## config.mk

```make
export PLATFORM = sky130hd
export DESIGN_NAME = gzip_header_parser
export DESIGN_NICKNAME = d
export VERILOG_FILES = /design/src/hw/rtl/gzhp_pkg.sv /design/src/hw/rtl/gzip_header_parser.sv
export SDC_FILE = /design/constraint.sdc
export NUM_CORES = 1
export LEC_CHECK = 0
export BUFFER_PORTS_ARGS = -buffer_cell sky130_fd_sc_hd__buf_4
export CAP_MARGIN = 25
export CORE_ASPECT_RATIO = 1.25
export CORE_MARGIN = 4
export CORE_UTILIZATION = 60
export DETAILED_ROUTE_END_ITERATION = 8
export GPL_ROUTABILITY_DRIVEN = 1
export PLACE_DENSITY = 0.85
export SYNTH_ARGS = -nofsm -noshare
export SYNTH_HDL_FRONTEND = slang
export SYNTH_SLANG_ARGS = --single-unit
```

## constraint.sdc

```tcl
create_clock -name clk_i -period 3.8 [get_ports clk_i]
set_input_delay 0.76 -clock clk_i [delete_from_list [all_inputs] [get_ports clk_i]]
set_output_delay 0.76 -clock clk_i [all_outputs]
set_load 0.005 [all_outputs]
```

## src/hw/rtl/gzhp_pkg.sv

```systemverilog
// Package for the gzip header parser: phase and status codes, header byte constants.
// No dependencies; used by gzip_header_parser and gzhp_checker.
package gzhp_pkg;

  localparam int unsigned PhaseW  = 4;
  localparam int unsigned StatusW = 2;
  localparam int unsigned FlagsW  = 5;
  localparam int unsigned SkipW   = 16;

  localparam logic [7:0] Magic0Byte   = 8'h1f;
  localparam logic [7:0] Magic1Byte   = 8'h8b;
  localparam logic [7:0] DeflateByte  = 8'h08;
  localparam logic [7:0] ReservedMask = 8'hE0;

  localparam int unsigned FlagText    = 0;
  localparam int unsigned FlagHcrc    = 1;
  localparam int unsigned FlagExtra   = 2;
  localparam int unsigned FlagName    = 3;
  localparam int unsigned FlagComment = 4;

  localparam logic [SkipW-1:0] Skip6Len = 16'd6;
  localparam logic [SkipW-1:0] HcrcLen  = 16'd2;

  typedef enum logic [PhaseW-1:0] {
    PhMagic0  = 4'd0,
    PhMagic1  = 4'd1,
    PhMethod  = 4'd2,
    PhFlags   = 4'd3,
    PhSkip6   = 4'd4,
    PhXlen0   = 4'd5,
    PhXlen1   = 4'd6,
    PhExtra   = 4'd7,
    PhName    = 4'd8,
    PhComment = 4'd9,
    PhHcrc    = 4'd10,
    PhIdle    = 4'd11
  } phase_e;

  typedef enum logic [StatusW-1:0] {
    StOk      = 2'd0,
    StDataErr = 2'd1,
    StEmpty   = 2'd2,
    StTrunc   = 2'd3
  } status_e;

endpackage

```

## src/hw/rtl/gzip_header_parser.sv

```systemverilog
// gzip member header parser: one stream byte per request, one status per header.
// Depends on gzhp_pkg.

// Takes one byte request per cycle and checks a gzip member header: magic
// bytes, deflate method, clear reserved flags, then walks over the fixed six
// bytes, optional extra field, name, comment and header CRC (not checked).
// Exactly one status request comes out when the header ends or fails
// (ok, data error, empty stream, truncated); after it bytes are dropped until
// a request with first_byte_i set. Each byte is handled by the phase logic
// ahead of a single output register, so a new byte is taken every
// cycle; in_ready_o only drops while a status waits in that register and
// out_ready_i is low. Status appears the cycle after the byte that causes it.
module gzip_header_parser (
  input  logic                           clk_i,
  input  logic                           rst_ni,
  input  logic                           in_valid_i,
  output logic                           in_ready_o,
  input  logic [7:0]                     data_byte_i,
  input  logic                           end_of_input_i,
  input  logic                           first_byte_i,
  output logic                           out_valid_o,
  input  logic                           out_ready_i,
  output logic [gzhp_pkg::StatusW-1:0]   status_o,
  output logic [gzhp_pkg::FlagsW-1:0]    header_flags_o
);

  gzhp_pkg::phase_e                phase_q, phase_d;
  logic [gzhp_pkg::SkipW-1:0]      skip_q, skip_d;
  logic [gzhp_pkg::FlagsW-1:0]     flags_q, flags_d;
  logic                            out_valid_q;
  gzhp_pkg::status_e               status_q, status_d;
  logic [gzhp_pkg::FlagsW-1:0]     oflags_q;
  logic                            emit;
  logic                            accept;
  gzhp_pkg::phase_e                ph;
  logic [gzhp_pkg::SkipW-1:0]      skip;
  logic [gzhp_pkg::FlagsW-1:0]     fl;
  logic [gzhp_pkg::SkipW-1:0]      skip_dec;

  // next optional section after the one finished
  function automatic gzhp_pkg::phase_e next_sec(gzhp_pkg::phase_e done,
                                                logic [gzhp_pkg::FlagsW-1:0] f);
    gzhp_pkg::phase_e r;
    r = gzhp_pkg::PhIdle;
    if (done < gzhp_pkg::PhXlen0 && f[gzhp_pkg::FlagExtra]) begin
      r = gzhp_pkg::PhXlen0;
    end else if (done < gzhp_pkg::PhName && f[gzhp_pkg::FlagName]) begin
      r = gzhp_pkg::PhName;
    end else if (done < gzhp_pkg::PhComment && f[gzhp_pkg::FlagComment]) begin
      r = gzhp_pkg::PhComment;
    end else if (done < gzhp_pkg::PhHcrc && f[gzhp_pkg::FlagHcrc]) begin
      r = gzhp_pkg::PhHcrc;
    end
    return r;
  endfunction

  assign in_ready_o = ~out_valid_q | out_ready_i;
  assign accept     = in_valid_i & in_ready_o;

  assign ph       = first_byte_i ? gzhp_pkg::PhMagic0 : phase_q;
  assign skip     = first_byte_i ? '0 : skip_q;
  assign fl       = first_byte_i ? '0 : flags_q;
  assign skip_dec = skip - 1'b1;

  always_comb begin
    phase_d  = ph;
    skip_d   = skip;
    flags_d  = fl;
    emit     = 1'b0;
    status_d = gzhp_pkg::StOk;
    if (ph >= gzhp_pkg::PhIdle) begin
      phase_d = ph;
    end else if (end_of_input_i) begin
      emit     = 1'b1;
      status_d = (ph == gzhp_pkg::PhMagic0) ? gzhp_pkg::StEmpty : gzhp_pkg::StTrunc;
      phase_d  = gzhp_pkg::PhIdle;
    end else begin
      case (ph)
        gzhp_pkg::PhMagic0: begin
          if (data_byte_i != gzhp_pkg::Magic0Byte) begin
            emit     = 1'b1;
            status_d = gzhp_pkg::StDataErr;
            phase_d  = gzhp_pkg::PhIdle;
          end else begin
            phase_d = gzhp_pkg::PhMagic1;
          end
        end
        gzhp_pkg::PhMagic1: begin
          if (data_byte_i != gzhp_pkg::Magic1Byte) begin
            emit     = 1'b1;
            status_d = gzhp_pkg::StDataErr;
            phase_d  = gzhp_pkg::PhIdle;
          end else begin
            phase_d = gzhp_pkg::PhMethod;
          end
        end
        gzhp_pkg::PhMethod: begin
          // nonzero count marks a bad method
          skip_d  = (data_byte_i != gzhp_pkg::DeflateByte) ? 16'd1 : 16'd0;
          phase_d = gzhp_pkg::PhFlags;
        end
        gzhp_pkg::PhFlags: begin
          flags_d = data_byte_i[gzhp_pkg::FlagsW-1:0];
          if (skip != '0 || (data_byte_i & gzhp_pkg::ReservedMask) != 8'h00) begin
            emit     = 1'b1;
            status_d = gzhp_pkg::StDataErr;
            phase_d  = gzhp_pkg::PhIdle;
          end else begin
            skip_d  = gzhp_pkg::Skip6Len;
            phase_d = gzhp_pkg::PhSkip6;
          end
        end
        gzhp_pkg::PhSkip6, gzhp_pkg::PhExtra, gzhp_pkg::PhHcrc: begin
          skip_d = skip_dec;
          if (skip_dec == '0) begin
            phase_d = next_sec(ph, fl);
          end
        end
        gzhp_pkg::PhXlen0: begin
          skip_d  = {8'h00, data_byte_i};
          phase_d = gzhp_pkg::PhXlen1;
        end
        gzhp_pkg::PhXlen1: begin
          skip_d = {data_byte_i, skip[7:0]};
          if ({data_byte_i, skip[7:0]} == '0) begin
            phase_d = next_sec(gzhp_pkg::PhExtra, fl);
          end else begin
            phase_d = gzhp_pkg::PhExtra;
          end
        end
        gzhp_pkg::PhName, gzhp_pkg::PhComment: begin
          if (data_byte_i == 8'h00) begin
            phase_d = next_sec(ph, fl);
          end
        end
        default: begin
          phase_d = ph;
        end
      endcase
      // section walk finished: header ok
      if (!emit && phase_d == gzhp_pkg::PhIdle) begin
        emit     = 1'b1;
        status_d = gzhp_pkg::StOk;
      end
      if (phase_d == gzhp_pkg::PhHcrc && ph != gzhp_pkg::PhHcrc) begin
        skip_d = gzhp_pkg::HcrcLen;
      end
    end
  end

  always_ff @(posedge clk_i or negedge rst_ni) begin
    if (!rst_ni) begin
      phase_q     <= gzhp_pkg::PhMagic0;
      skip_q      <= '0;
      flags_q     <= '0;
      out_valid_q <= 1'b0;
    end else begin
      if (accept) begin
        phase_q <= phase_d;
        skip_q  <= skip_d;
        flags_q <= flags_d;
      end
      if (accept && emit) begin
        out_valid_q <= 1'b1;
      end else if (out_ready_i) begin
        out_valid_q <= 1'b0;
      end
    end
  end

  always_ff @(posedge clk_i) begin
    if (accept && emit) begin
      status_q <= status_d;
      oflags_q <= flags_d;
    end
  end

  assign out_valid_o    = out_valid_q;
  assign status_o       = status_q;
  assign header_flags_o = oflags_q;

endmodule

```

==> PnR_summary.wiki, run 1 <==
{| class="wikitable"
! Metric !! Value
|-
| Vias in the first global route || 2,977
|-
| Worst-case reg-to-reg path depth || 10
|-
| Number of buffers created by CTS || 5
|-
| EDFF count, synth || 7
|-
| Layout cell share with drive strength beyond 1 || 0.232
|-
| Iteration count of the initial detailed-routing pass || 5
|-
| Setup Viol. Count Final || 0
|-
| DP Wirelength || ~7000 um
|-
| Total congestion overflow after global routing || 0
|-
| Sequential fraction of design power || 0.298
|-
| Width of the die || around 70 um
|-
| Total number of clock tree sinks || 33
|-
| Cell count after synthesis || 341
|-
| Unrepaired setup endpoints after global routing || no
|-
| Most area-hungry cell type in the Yosys netlist || sky130_fd_sc_hd__dfrtp_1
|-
| Clock Tree Buf Depth || 2
|-
| Initial antenna violation count || 0
|-
| Port-buffer cells || 22
|-
| Initial core utilization || 0.626
|-
| Cell-by-cell trace of the critical path || nor3_1, nand2_1, o311a_1, nor4_1, buf_4, nand4_1, a22o_1, or3b_4, nand2_2, o21ai_0
|-
| Worst rel slew slack || 0.636
|-
| Critical Path Start Type || register
|-
| Share of the cycle needed by the critical path after routing || 0.936
|-
| Syn-to-layout area delta || 18.3%
|-
| Remaining DRCs || 0
|-
| Worst-margin pin slew || around 0.53 ns
|-
| Worst skew pair latency || around 0.30 ns
|-
| Tmin final || between 3 and 4 ns
|-
| Number of nets in the synthesized netlist || about 360
|-
| Sw Share || 0.427
|-
| Vias || around 3,000
|-
| Worst-path clk slew || about 0.08 ns
|-
| Max-capacitance violation count || 0
|-
| Max-slew violation total from the final report || 0
|-
| Inserted Diodes || 0
|-
| Critical-path top delay cell || sky130_fd_sc_hd__nor3_1
|-
| Worst EP required || a little under 4 ns
|-
| I/O pin count || 23
|-
| Synth top area share || 0.235
|-
| Final worst clock skew || between 0.003 and 0.004 ns
|-
| Final hold vios || 0
|-
| Power density of the placed cells || ~500 mW/mm^2
|-
| TritonCTS clock tree || yes
|-
| Leakage power || between 1 and 1.5 nW
|-
| P_int || between 0.9 and 1 mW
|-
| DRC violation total after the first TritonRoute iteration || around 460
|-
| Async set-reset flop share out of synthesis || 0.788
|-
| Type of the tightest min-delay check || primary input to async pin
|-
| Post-route total power || 1.64 mW
|-
| Maximum ir drop on the vdd rail || 0.306 mV
|-
| Detailed Route WL || approximately 9400 um
|-
| Share of power burned in the clock network || 0.212
|-
| Share of synthesized area occupied by flip-flops and latches || 0.311
|-
| Placeable core area || about 0.0044 mm^2
|-
| Placed cell areas || roughly 0.0031 mm^2
|-
| Synth warnings || 0
|-
| Number of register bits inferred by synthesis || 33
|-
| FMAX || 281 MHz
|-
| Unique cell type count in the Yosys netlist || between 70 and 80
|-
| Post-DR wirelength/cell || 21.5 um
|-
| First-pass GRT wire length || 15,200 um
|-
| Aggregate global-route resource usage || 0.352
|-
| Outcome || complete, no violations
|-
| Most instantiated flip-flop cell in the synthesis netlist || sky130_fd_sc_hd__dfrtp_1
|-
| Number of nets at the end of the flow || 394
|-
| Maximum number of pins on one net before global-route repair || 29
|-
| Crit path DAT || between 3 and 4 ns
|-
| Area of all placed cells without fillers || 0.00327 mm^2
|-
| Biggest cell delay along the critical path || 0.48 ns
|-
| Type of element capturing the critical path || register
|-
| ANT nets after route || 0
|-
| Area enclosed by the die boundary || 0.00577 mm^2
|-
| Die Span Y || ~84 um
|-
| Setup Total Neg Slack || 0 ns
|-
| FP Rows || 27
|-
| Total standard cell area after synthesis || between 0.002 and 0.003 mm^2
|-
| Highest fanout seen on the critical path || 12
|-
| Path type of the worst setup path || register to register
|-
| Part of the total power dissipated in combinational logic || 0.490
|-
| Root cell of the clock tree || sky130_fd_sc_hd__clkbuf_8
|-
| Per-cell via count in the routed design || 7.07
|-
| Synthesized area per cell || between 8 and 9 um^2
|-
| Cell types occupying the most area after synthesis || sky130_fd_sc_hd__dfrtp_1, sky130_fd_sc_hd__edfxtp_1, sky130_fd_sc_hd__nand2_1, sky130_fd_sc_hd__o21ai_0, sky130_fd_sc_hd__nor2_1
|-
| Placer's final routability congestion estimate || roughly 1.1
|-
| Switch Pwr || 0.702 mW
|-
| CTS H-tree depth || 2
|}
[repair_timing]
item	4_1_cts	5_1_grt
gates resized for setup	0	2
hold buffers	0	0
buffers inserted	0	0
endpoints found under the hold margin	0	0
endpoints found under the setup margin	0	8
[power by group through the flow]
stage               Sequential (mW)  Combinational, mW  Clock [mW]
floorplan                     0.453              0.558           0
detailed placement            0.491              0.771           0
finish                        0.491              0.805       0.348
global route                  0.496              0.878       0.365
CTS                           0.485              0.777       0.352
global placement              0.490              0.763           0
[flip-flops by register name, indices dropped and copies added (netlist names)]
| signal | flops |
|---|---|
| out_valid_o | 1 |
| flags_q | 5 |
| status_o | 2 |
| phase_q | 4 |
| header_flags_o | 5 |
| skip_q | 16 |
[metrics by stage]
stage	utilization	worst slack [ns]	hold WS, ns	std cells
2_1_floorplan	-	0.0454	0.438	341
4_1_cts	0.737	0.306	0.372	437
5_1_grt	0.740	0.0248	0.384	437
3_5_place_dp	0.711	0.0265	0.472	429
3_3_place_gp	0.711	0.106	0.451	429
6_report	0.740	0.244	0.366	437
[worst max-delay path: cells and delay by family (launching register included)]
kind                   cells  cell delay (ns)
AO/OA/AOI/OAI              3             0.90
buffers and inverters      1             0.19
flip-flops                 1             0.47
AND/OR/NAND/NOR            6             1.88
[area by class of cell]
class	instances	area, um^2
multi-input combinational	282	1830
fill	356	1150
sequential	33	861
timing repair buffer	50	375
tap	58	72.6
clock buffer	5	68.8
clock inverter	3	46.3
inverter	6	23.8
[logic make-up after synthesis]
family	after synthesis	synth area share
compound gates	107	0.280
flops	33	0.311
buf+inv	26	0.0420
mux	5	0.0199
xor+xnor	6	0.0190
fa+ha+maj	2	0.00904
simple gates	162	0.319
[synth_stat cells, types with 7 or more instances]
library cell                 n
sky130_fd_sc_hd__o21ai_0    26
sky130_fd_sc_hd__nor2_1     31
sky130_fd_sc_hd__nand2_1    39
sky130_fd_sc_hd__nor2b_1    11
sky130_fd_sc_hd__edfxtp_1    7
sky130_fd_sc_hd__a22oi_1     8
sky130_fd_sc_hd__nand2b_1    8
sky130_fd_sc_hd__o2bb2ai_1  12
sky130_fd_sc_hd__a21oi_1    14
sky130_fd_sc_hd__nor3_1     15
sky130_fd_sc_hd__dfrtp_1    26
sky130_fd_sc_hd__clkbuf_1   13
sky130_fd_sc_hd__nand4_1    11
[worst paths after layout]
kind                                        startpoint                     end  slack (ns)
worst max register to register   skip_q[6]$_DFFE_PN0P_   skip_q[2]$_DFFE_PN0P_        0.24
min in group clk_i              flags_q[1]$_DFFE_PN0P_  flags_q[1]$_DFFE_PN0P_        0.49
worst max-delay path             skip_q[6]$_DFFE_PN0P_   skip_q[2]$_DFFE_PN0P_        0.24
max in group asynchronous                       rst_ni   skip_q[0]$_DFFE_PN0P_        3.17
worst min-delay path                            rst_ni  flags_q[4]$_DFFE_PN0P_        0.37
worst min register to register  flags_q[1]$_DFFE_PN0P_  flags_q[1]$_DFFE_PN0P_        0.49
[routing by layer]
layer	track usage	share of wire	up-vias
li1	-	-	1379
met1	0.424	0.35	1404
met2	0.549	0.48	239
met3	0.0701	0.092	67
met4	0.230	0.075	0
met5	0	0	-
[placed cells by master (no fill, tap or decap), types with 3 or more instances in the layout]
master and n:
sky130_fd_sc_hd__edfxtp_1 7, sky130_fd_sc_hd__a22oi_1 8, sky130_fd_sc_hd__clkbuf_8 5, sky130_fd_sc_hd__nor4_1 5, sky130_fd_sc_hd__xnor2_1 5, sky130_fd_sc_hd__a31oi_1 4, sky130_fd_sc_hd__o2bb2ai_1 12, sky130_fd_sc_hd__o21ai_0 26
sky130_fd_sc_hd__or3_1 4, sky130_fd_sc_hd__and3_1 3, sky130_fd_sc_hd__or2_2 4, sky130_fd_sc_hd__nor2b_1 11, sky130_fd_sc_hd__nor3_1 15, sky130_fd_sc_hd__or4_1 6, sky130_fd_sc_hd__mux2_2 4, sky130_fd_sc_hd__nand3_1 6
sky130_fd_sc_hd__nand4_1 11, sky130_fd_sc_hd__dfrtp_1 26, sky130_fd_sc_hd__inv_1 5, sky130_fd_sc_hd__a22o_1 3, sky130_fd_sc_hd__nand2_1 39, sky130_fd_sc_hd__buf_4 50, sky130_fd_sc_hd__nand2b_1 8, sky130_fd_sc_hd__a21oi_1 14
sky130_fd_sc_hd__nor2_1 30, sky130_fd_sc_hd__a32o_1 3, sky130_fd_sc_hd__o31ai_1 3
No activity file was read; power rests on OpenSTA's default activity.
==> run 2, diff against run 1 <==
--- a/config.mk
+++ b/config.mk
@@ -6,13 +6,14 @@
 export NUM_CORES = 1
 export LEC_CHECK = 0
 export BUFFER_PORTS_ARGS = -buffer_cell sky130_fd_sc_hd__buf_4
-export CAP_MARGIN = 25
+export CAP_MARGIN = 15
 export CORE_ASPECT_RATIO = 1.25
 export CORE_MARGIN = 4
-export CORE_UTILIZATION = 60
+export CORE_UTILIZATION = 61
+export CTS_CLUSTER_SIZE = 40
 export DETAILED_ROUTE_END_ITERATION = 8
 export GPL_ROUTABILITY_DRIVEN = 1
-export PLACE_DENSITY = 0.85
+export PLACE_DENSITY = 0.86
 export SYNTH_ARGS = -nofsm -noshare
 export SYNTH_HDL_FRONTEND = slang
 export SYNTH_SLANG_ARGS = --single-unit
==> run 2 against run 1 <==
  * Clock power fell by 22%
  * Largest power group unchanged
  * Register-to-register slack better by 0.02 ns
  * Critical path depth is 1 lower
  * Die area is 1.5% lower
  * Utilization fell by 0.51 points
  * Global-route usage down 0.78 points
  * Clock skew increased by 0.0044 ns
  * Setup slack improved by 0.022 ns
  * Combinational power is 1% lower
  * Fmax grew 0.63%
  * Highest routed layer unchanged
  * Wire length decreased by 2.5%
  * Sequential cell count stayed put
==> PnR_summary.wiki, run 2 (synthesis gave the netlist of run 1 again) <==
{| class="wikitable"
! Metric !! Value
|-
| Switch Pwr || between 0.6 and 0.7 mW
|-
| Total congestion overflow after global routing || 0
|-
| Die Span Y || roughly 83 um
|-
| Worst skew pair latency || 0.29 ns
|-
| Inserted Diodes || 0
|-
| DP Wirelength || between 6000 and 7000 um
|-
| FMAX || about 280 MHz
|-
| Setup Viol. Count Final || 0
|-
| Maximum number of pins on one net before global-route repair || 29
|-
| Post-CTS Setup Repair Bufs || 0
|-
| Smallest setup slack after layout || about 0.27 ns
|-
| P_int || about 0.90 mW
|-
| Layout cell share with drive strength beyond 1 || 0.213
|-
| Share of the cycle needed by the critical path after routing || 0.930
|-
| Critical Path Start Type || register
|-
| FP Rows || 27
|-
| Post-route insts no fill || between 400 and 500
|-
| Number of buffers created by CTS || 5
|-
| TritonCTS clock tree || yes
|-
| Placer's final routability congestion estimate || about 1.0
|-
| Syn-to-layout area delta || 16.5%
|-
| Unrepaired setup endpoints after global routing || no
|-
| Vias in the first global route || 2,934
|-
| Path type of the worst setup path || register to register
|-
| Largest register by flop count || skip_q
|-
| Width of the die || 68.3 um
|-
| Vias || slightly above 3,000
|-
| Type of the tightest min-delay check || primary input to async pin
|-
| Clock Tree Buf Depth || 2
|-
| Tmin final || ~3.5 ns
|-
| CTS H-tree depth || 2
|-
| ANT nets after route || 0
|-
| First-pass GRT wire length || about 15,000 um
|-
| Port-buffer cells || 22
|-
| Leakage power || 1.32 nW
|-
| Worst rel slew slack || 0.467
|-
| DRC violation total after the first TritonRoute iteration || about 530
|-
| Reg area || between 800 and 900 um^2
|-
| Area enclosed by the die boundary || approximately 0.0057 mm^2
|-
| Worst EP required || roughly 4.0 ns
|-
| Total number of clock tree sinks || 33
|-
| Maximum ir drop on the vdd rail || 0.417 mV
|-
| Max-capacitance violation count || 0
|-
| Flip-flop count of the largest register, all copies and words added || 16
|-
| Outcome || complete, no violations
|-
| Number of nets at the end of the flow || 390
|-
| Root cell of the clock tree || sky130_fd_sc_hd__clkbuf_8
|-
| Highest fanout seen on the critical path || 12
|-
| Max-slew violation total from the final report || 0
|-
| Initial core utilization || 0.630
|-
| Type of element capturing the critical path || register
|-
| Placeable core area || roughly 0.0044 mm^2
|-
| Final worst clock skew || between 0.007 and 0.008 ns
|-
| Power density of the placed cells || just under 500 mW/mm^2
|-
| Detailed Route WL || 9170 um
|-
| Worst-margin pin slew || ~0.79 ns
|-
| Worst Setup Slack post-DPL || between 0.05 and 0.06 ns
|-
| Fill cells || 350
|-
| Worst-path clk slew || 0.07 ns
|-
| Sequential fraction of design power || 0.320
|-
| Sw Share || 0.427
|-
| Remaining DRCs || 0
|-
| Part of the total power dissipated in combinational logic || 0.507
|-
| Most common cell after layout, fill and taps aside || sky130_fd_sc_hd__buf_4
|-
| Per-cell via count in the routed design || 7.02
|-
| Aggregate global-route resource usage || 0.344
|-
| Setup Total Neg Slack || 0 ns
|-
| I/O pin count || 23
|-
| Post-DR wirelength/cell || around 21 um
|-
| Final hold vios || 0
|-
| Most used cells in the layout excluding fill and tap cells || sky130_fd_sc_hd__buf_4, sky130_fd_sc_hd__nand2_1, sky130_fd_sc_hd__nor2_1
|-
| Initial antenna violation count || 0
|-
| # placed instances || around 430
|-
| Crit path DAT || 3.70 ns
|-
| Iteration count of the initial detailed-routing pass || 5
|-
| Area of combinational cells with multiple inputs || about 0.0018 mm^2
|-
| Share of power burned in the clock network || 0.173
|}
-- run 2: per-stage QoR --
stage	utilization	cell area (um^2)	power [mW]	hold slack [ns]
after floorplan	-	2790	1.01	0.438
after global placement	0.712	3130	1.26	0.454
after detailed placement	0.712	3130	1.27	0.461
after CTS	0.733	3220	1.54	0.385
after global routing	0.735	3230	1.67	0.396
final	0.735	3230	1.57	0.372
-- run 2: final cells by class --
| cell class | count | area share |
|---|---|---|
| Multi-Input combinational cell | 282 | 0.565 |
| Sequential cell | 33 | 0.267 |
| Tap cell | 58 | 0.0225 |
| Inverter | 6 | 0.00737 |
| Clock buffer | 8 | 0.0279 |
| Timing Repair Buffer | 46 | 0.111 |
-- run 2: metal layers --
metal,global-route usage,part of all wire
met1,0.413,0.35
met2,0.546,0.48
met3,0.0595,0.089
met4,0.222,0.078
met5,0,0
-- run 2: power groups by stage --
stage          registers (mW)  logic, mW  clock network [mW]
3_3_place_gp            0.505      0.757                   0
3_5_place_dp            0.506      0.767                   0
2_1_floorplan           0.453      0.558                   0
5_1_grt                 0.511      0.866               0.289
6_report                0.504      0.797               0.273
4_1_cts                 0.500      0.772               0.273
-- run 2: repair_timing --
action                     in CTS  in global routing
gates resized for setup         0                  1
hold buffers                    0                  0
setup endpoints to repair       0                  1
-- run 2: path summary, 6_finish.rpt --
check	start	to	slack (ns)	cells after the start
worst max-delay path	skip_q[11]$_DFFE_PN0P_	skip_q[2]$_DFFE_PN0P_	0.27	9
worst min-delay path	rst_ni	skip_q[10]$_DFFE_PN0P_	0.37	1
worst max register to register	skip_q[11]$_DFFE_PN0P_	skip_q[2]$_DFFE_PN0P_	0.27	9
worst min register to register	flags_q[1]$_DFFE_PN0P_	flags_q[1]$_DFFE_PN0P_	0.48	2
max in group asynchronous	rst_ni	phase_q[2]$_DFFE_PN0P_	3.16	1
min in group clk_i	flags_q[1]$_DFFE_PN0P_	flags_q[1]$_DFFE_PN0P_	0.48	2
-- run 2: critical path, stage by stage, from the launching register on --
cell                       delay, ns
sky130_fd_sc_hd__dfrtp_1        0.44
sky130_fd_sc_hd__or4_1          0.61
sky130_fd_sc_hd__nor4b_4        0.36
sky130_fd_sc_hd__a31oi_1        0.21
sky130_fd_sc_hd__or4_1          0.60
sky130_fd_sc_hd__a211oi_2       0.22
sky130_fd_sc_hd__nand3_1        0.17
sky130_fd_sc_hd__or3b_4         0.44
sky130_fd_sc_hd__nand2_2        0.23
sky130_fd_sc_hd__o21ai_0        0.13
